$ cat src/rtl/core/siphash24_message_hash_macros.svh
// ----------------------------------------------------------------------------
// siphash24 message hash assertion macros
// shared concurrent assertion forms, clocked on clk and disabled in reset
// ----------------------------------------------------------------------------
`ifndef SIPHASH24_MESSAGE_HASH_MACROS_SVH
`define SIPHASH24_MESSAGE_HASH_MACROS_SVH

// same-cycle implication
`define SH24_ASSERT_IMPLY(lbl, ante, cons, msg) \
	lbl: assert property (@(posedge clk) disable iff (!arst_n) (ante) |-> (cons)) \
		else $error(msg);

// next-cycle implication
`define SH24_ASSERT_NEXT(lbl, ante, cons, msg) \
	lbl: assert property (@(posedge clk) disable iff (!arst_n) (ante) |=> (cons)) \
		else $error(msg);

`endif

$ cat src/rtl/core/sh24_pkg.sv
// ----------------------------------------------------------------------------
// sh24_pkg
// lane type, initial constants and the sipround function for siphash-2-4
// ----------------------------------------------------------------------------
package sh24_pkg;

	typedef struct packed {
		logic [63:0] a;
		logic [63:0] b;
		logic [63:0] c;
		logic [63:0] d;
	} lanes_t;

	// zero-key initial lane values
	localparam logic [63:0] IV_A      = 64'h736f6d6570736575;
	localparam logic [63:0] IV_B      = 64'h646f72616e646f6d;
	localparam logic [63:0] IV_C      = 64'h6c7967656e657261;
	localparam logic [63:0] IV_D      = 64'h7465646279746573;
	localparam logic [63:0] FINAL_XOR = 64'h00000000000000ff;

	localparam lanes_t LANES_IV = '{a: IV_A, b: IV_B, c: IV_C, d: IV_D};

	function automatic logic [63:0] rotl(input logic [63:0] x, input int unsigned r);
		return (x << r) | (x >> (64 - r));
	endfunction

	function automatic lanes_t sip_round(input lanes_t s);
		lanes_t t;
		t = s;
		t.a = t.a + t.b; t.b = rotl(t.b, 13); t.b = t.b ^ t.a; t.a = rotl(t.a, 32);
		t.c = t.c + t.d; t.d = rotl(t.d, 16); t.d = t.d ^ t.c;
		t.a = t.a + t.d; t.d = rotl(t.d, 21); t.d = t.d ^ t.a;
		t.c = t.c + t.b; t.b = rotl(t.b, 17); t.b = t.b ^ t.c; t.c = rotl(t.c, 32);
		return t;
	endfunction

endpackage

$ cat src/rtl/core/sh24_two_rounds.sv
// ----------------------------------------------------------------------------
// sh24_two_rounds
// two chained siprounds, purely combinational
// ----------------------------------------------------------------------------
module sh24_two_rounds (
	input  sh24_pkg::lanes_t lanes_in,
	output sh24_pkg::lanes_t lanes_out
);

	sh24_pkg::lanes_t mid;

	assign mid       = sh24_pkg::sip_round(lanes_in);
	assign lanes_out = sh24_pkg::sip_round(mid);

endmodule

$ cat config.mk
export PLATFORM = sky130hd
export DESIGN_NAME = sh24_two_rounds
export DESIGN_NICKNAME = d
export VERILOG_FILES = /design/src/rtl/core/siphash24_message_hash_macros.svh /design/src/rtl/core/sh24_pkg.sv /design/src/rtl/core/sh24_two_rounds.sv
export SDC_FILE = /design/constraint.sdc
export NUM_CORES = 1
export LEC_CHECK = 0
export BUFFER_PORTS_ARGS = -buffer_cell sky130_fd_sc_hd__buf_4
export CORE_ASPECT_RATIO = 1.75
export CORE_UTILIZATION = 35
export DETAILED_ROUTE_END_ITERATION = 7
export PLACE_DENSITY_LB_ADDON = 0.12
export SKIP_LAST_GASP = 1
export SLEW_MARGIN = 20
export SYNTH_ARGS = -nofsm -noshare
export SYNTH_HDL_FRONTEND = slang
export SYNTH_SLANG_ARGS = --single-unit
$ cat constraint.sdc
create_clock -name vclk -period 12.9
set_input_delay 1.29 -clock vclk [all_inputs]
set_output_delay 1.29 -clock vclk [all_outputs]
set_load 0.05 [all_outputs]
==> summary.txt, run 1 <==
Status
  • Outcome: aborted with a tool error
  • Stage reached: 5_1_grt
  • Tool error: [ERROR GRT-0116] Global routing finished with congestion. Check the congestion regions in the DRC Viewer.

Place
  • Port-buffer cells: 512
  • Post-DP Area: 61900 um^2
  • Dpl hpwl: 242000 um
  • GP Congestion: 1.17

Synthesis
  • Post-Syn Nets: 5503
  • Mapped Cells: 4735
  • Mean post-synth cell area: 7.22 um^2
  • Syn. warnings: 0
  • Yosys cell types: 109
  • Synthesized cell area: 34200 um^2
  • Sequential fraction of the synthesis area: 0

Floorplan
  • Initial cell density of the core: 0.353
  • Die span in x: 238 um
  • # rows: 151
  • IO Count: 512
  • Die H: 415 um

Global route
  • Vias in the first global route: 62200
  • First-pass GRT wire length: 505000 um
  • Total congestion overflow: 437
  • Total Routing Usage GR: 0.697
  • Largest net degree at the start of global routing: 14

Clock tree
  • Hold Buf Count CTS: 0
==> layer usage <==
metal  GRT overflow  GRT usage
met1              0      0.689
met2            280      0.918
met3              5      0.467
met4            150      0.732
met5              2      0.123
==> Yosys cell counts (all sizes together), types with 92 or more instances <==
master / instances / area share
a21o: 335 / 0.074
inv: 198 / 0.022
o21bai: 106 / 0.023
xor2: 567 / 0.15
nand3: 92 / 0.013
ha: 504 / 0.18
o21ai: 294 / 0.043
nor2: 262 / 0.029
a21oi: 555 / 0.082
nand2: 326 / 0.036
clkbuf: 135 / 0.015
xnor2: 411 / 0.11
nand4: 99 / 0.018
==> timing repair <==
| item | in CTS |
|---|---|
| buffers inserted | 190 |
| setup endpoints to repair | 188 |
| gates resized for setup | 699 |
| endpoints found under the hold margin | 0 |
| pin swaps | 366 |
==> cells by family after synthesis <==
logic type               count (synthesis)  synth area share
buffers and inverters                  351            0.0394
multiplexers                             3          0.000915
AND/OR/NAND/NOR                       1145             0.165
AO/OA/AOI/OAI                         1700             0.322
XOR/XNOR                              1024             0.284
adder cells (fa/ha/maj)                512             0.189
==> metrics by stage <==
step | instances | TNS (ns) | setup WS [ns] | hold slack (ns)
global placement | 9357 | -145.05 | -1.70 | 3.44
floorplan | 4735 | -0.478 | -0.188 | 3.02
CTS | 9540 | -1.94 | -0.214 | 3.44
detailed placement | 9357 | -170.36 | -1.82 | 3.44
==> run 2: changes to the inputs <==
- CORE_ASPECT_RATIO: 1.75 -> unset
- CORE_UTILIZATION: 35 -> 20
- PLACE_DENSITY_LB_ADDON: 0.12 -> 0.15
- clock period: 12.9 -> 16.75 ns (I/O delays scaled with it)
==> summary.txt, run 2 <==
Status
  • Outcome: finished, final reports clean (was aborted with a tool error)

Global route
  • First-pass GRT wire length: 334000 um
  • Largest net degree at the start of global routing: 15
  • Antenna violations before repair: 10
  • Total Routing Usage GR: 0.279
  • Vias in the first global route: 40400
  • Total congestion overflow: 0

Timing
  • Setup ws final: 0.455 ns
  • FMAX: 61.4 MHz
  • Crit path time final: 16.30 ns
  • Final worst-path cycle share: 0.973
  • Fin. max-slew vios: 0
  • Worst-margin pin slew: 1.31 ns
  • Min Hold Slack: 4.19 ns
  • Final-report hold violation count: 0
  • RSZ-0062 raised after global routing: yes
  • Final setup viols: 0
  • Rel. slew slack: 0.123

Worst setup path
  • CP most frequent cell: buf_4
  • Worst path max stage delay: 0.70 ns
  • CP Class: in -> out
  • Crit-path slowest cell: xor2_1
  • Critical path capture point type: output port
  • CP arrival: 14.62 ns
  • CP Max Fanout: 6
  • Required time of the critical path: 15.07 ns
  • Startpoint types: input pin

Route
  • Final WL: 253000 um
  • Post-route ant nets: 0
  • DR WL/cell: 31.8 um
  • Via Count: 41600
  • Vias/cell: 5.22
  • Detailed Route Iter0 Violations: 4162
  • First-pass DRT Iterations: 7
  • # DRC: 0

Floorplan
  • Die area: 173000 um^2
  • Die span in x: 415 um (was 238 um)
  • Core box area: 169000 um^2
  • # rows: 151 (unchanged)
  • IO Count: 512 (unchanged)
  • Initial cell density of the core: 0.202 (was 0.353)
  • Die H: 415 um (unchanged)

Cells and area
  • Area grow syn2layout: 32.6%
  • Commonest non-fill, non-tap cells in the layout: buf_4, xor2_1, a21oi_1
  • Fillers: 19000
  • Utilization after layout: 0.267
  • Multi-input logic area: 33100 um^2
  • Reg area: 0 um^2
  • # nets final: 6507
  • Layout cell share with drive strength beyond 1: 0.221
  • Commonest non-fill, non-tap cell in the layout: buf_4
  • Seq Cell Count: 0
  • Clk_buf instances: 0

Synthesis
  • Share of the synthesized area in the top cell type: 0.185 (unchanged)
  • Mean post-synth cell area: 7.22 um^2 (unchanged)
  • Post-Syn Nets: 5503 (unchanged)
  • Mapped Cells: 4735 (unchanged)
  • Sequential fraction of the synthesis area: 0 (unchanged)
  • Most common cell in the netlist: xor2_1 (unchanged)
  • Yosys cell types: 109 (unchanged)
  • Post-synth top cells: xor2_1, a21oi_1, ha_1, xnor2_1, a21o_1 (unchanged)
  • Top cell type by total area after synthesis: ha_1 (unchanged)
  • Synthesized cell area: 34200 um^2 (unchanged)
  • Synth top area cells: ha_1, xor2_1, xnor2_1 (unchanged)
  • Syn. warnings: 0 (unchanged)

Worst hold path
  • Hold WC Path Type: in -> out

Place
  • Dpl hpwl: 234000 um (was 242000 um)
  • Pre-CTS setup slack: 0.130 ns (was -1.82 ns)
  • Port-buffer cells: 512 (unchanged)
  • GP Congestion: 1.04 (was 1.17)

Flow run
  • Max Cap Viol: 0
[run 2: cell counts after synthesis]
No cell type changed its count.
[run 2: kinds of logic (layout without fill, tap and decap cells)]
family,after synthesis,after routing,synth area share
other,0,4,0
adder cells (fa/ha/maj),512,512,0.189
buffers and inverters,351,1353,0.0394
AND/OR/NAND/NOR,1145,1145,0.165
XOR/XNOR,1024,1024,0.284
AO/OA/AOI/OAI,1700,1700,0.322
multiplexers,3,3,0.000915
[run 2: critical path, delay by kind of cell]
family,cells,cell delay (ns)
AO/OA/AOI/OAI,18,5.42
XOR/XNOR,6,1.84
adder cells (fa/ha/maj),4,1.45
buffers and inverters,12,2.19
AND/OR/NAND/NOR,10,1.98
[run 2: cell type report]
cell class / instances / share of cell area
multi-input cells: 4384 / 0.730
repair buffers: 1155 / 0.192
well taps: 2218 / 0.0613
inverters: 198 / 0.0164
diodes: 4 / 0.000221
[run 2: final timing paths]
check,start,endpoint,slack (ns),depth (start not counted)
worst min-delay path,lanes_in[32],lanes_out[42],4.19,5
worst max-delay path,lanes_in[7],lanes_out[59],0.45,50
[run 2: per-layer routing]
layer | track usage | wire (um)
met5 | 0 | 31
met4 | 0.153 | 16600
met3 | 0.0315 | 14900
met2 | 0.442 | 110000
met1 | 0.366 | 111000
[run 2: stage by stage]
step	std cells	TNS [ns]	area (um^2)
2_1_floorplan	4735	0	34200
4_1_cts	7955	0	45100
6_report	7959	0	45300
3_3_place_gp	7955	-0.0469	45100
5_1_grt	7955	-0.0185	45300
3_5_place_dp	7955	0	45100
[run 2: repair_timing]
item,CTS,global route
endpoints found under the setup margin,0,56
gates resized for setup,0,21
hold buffers,0,0
setup buffers,0,0
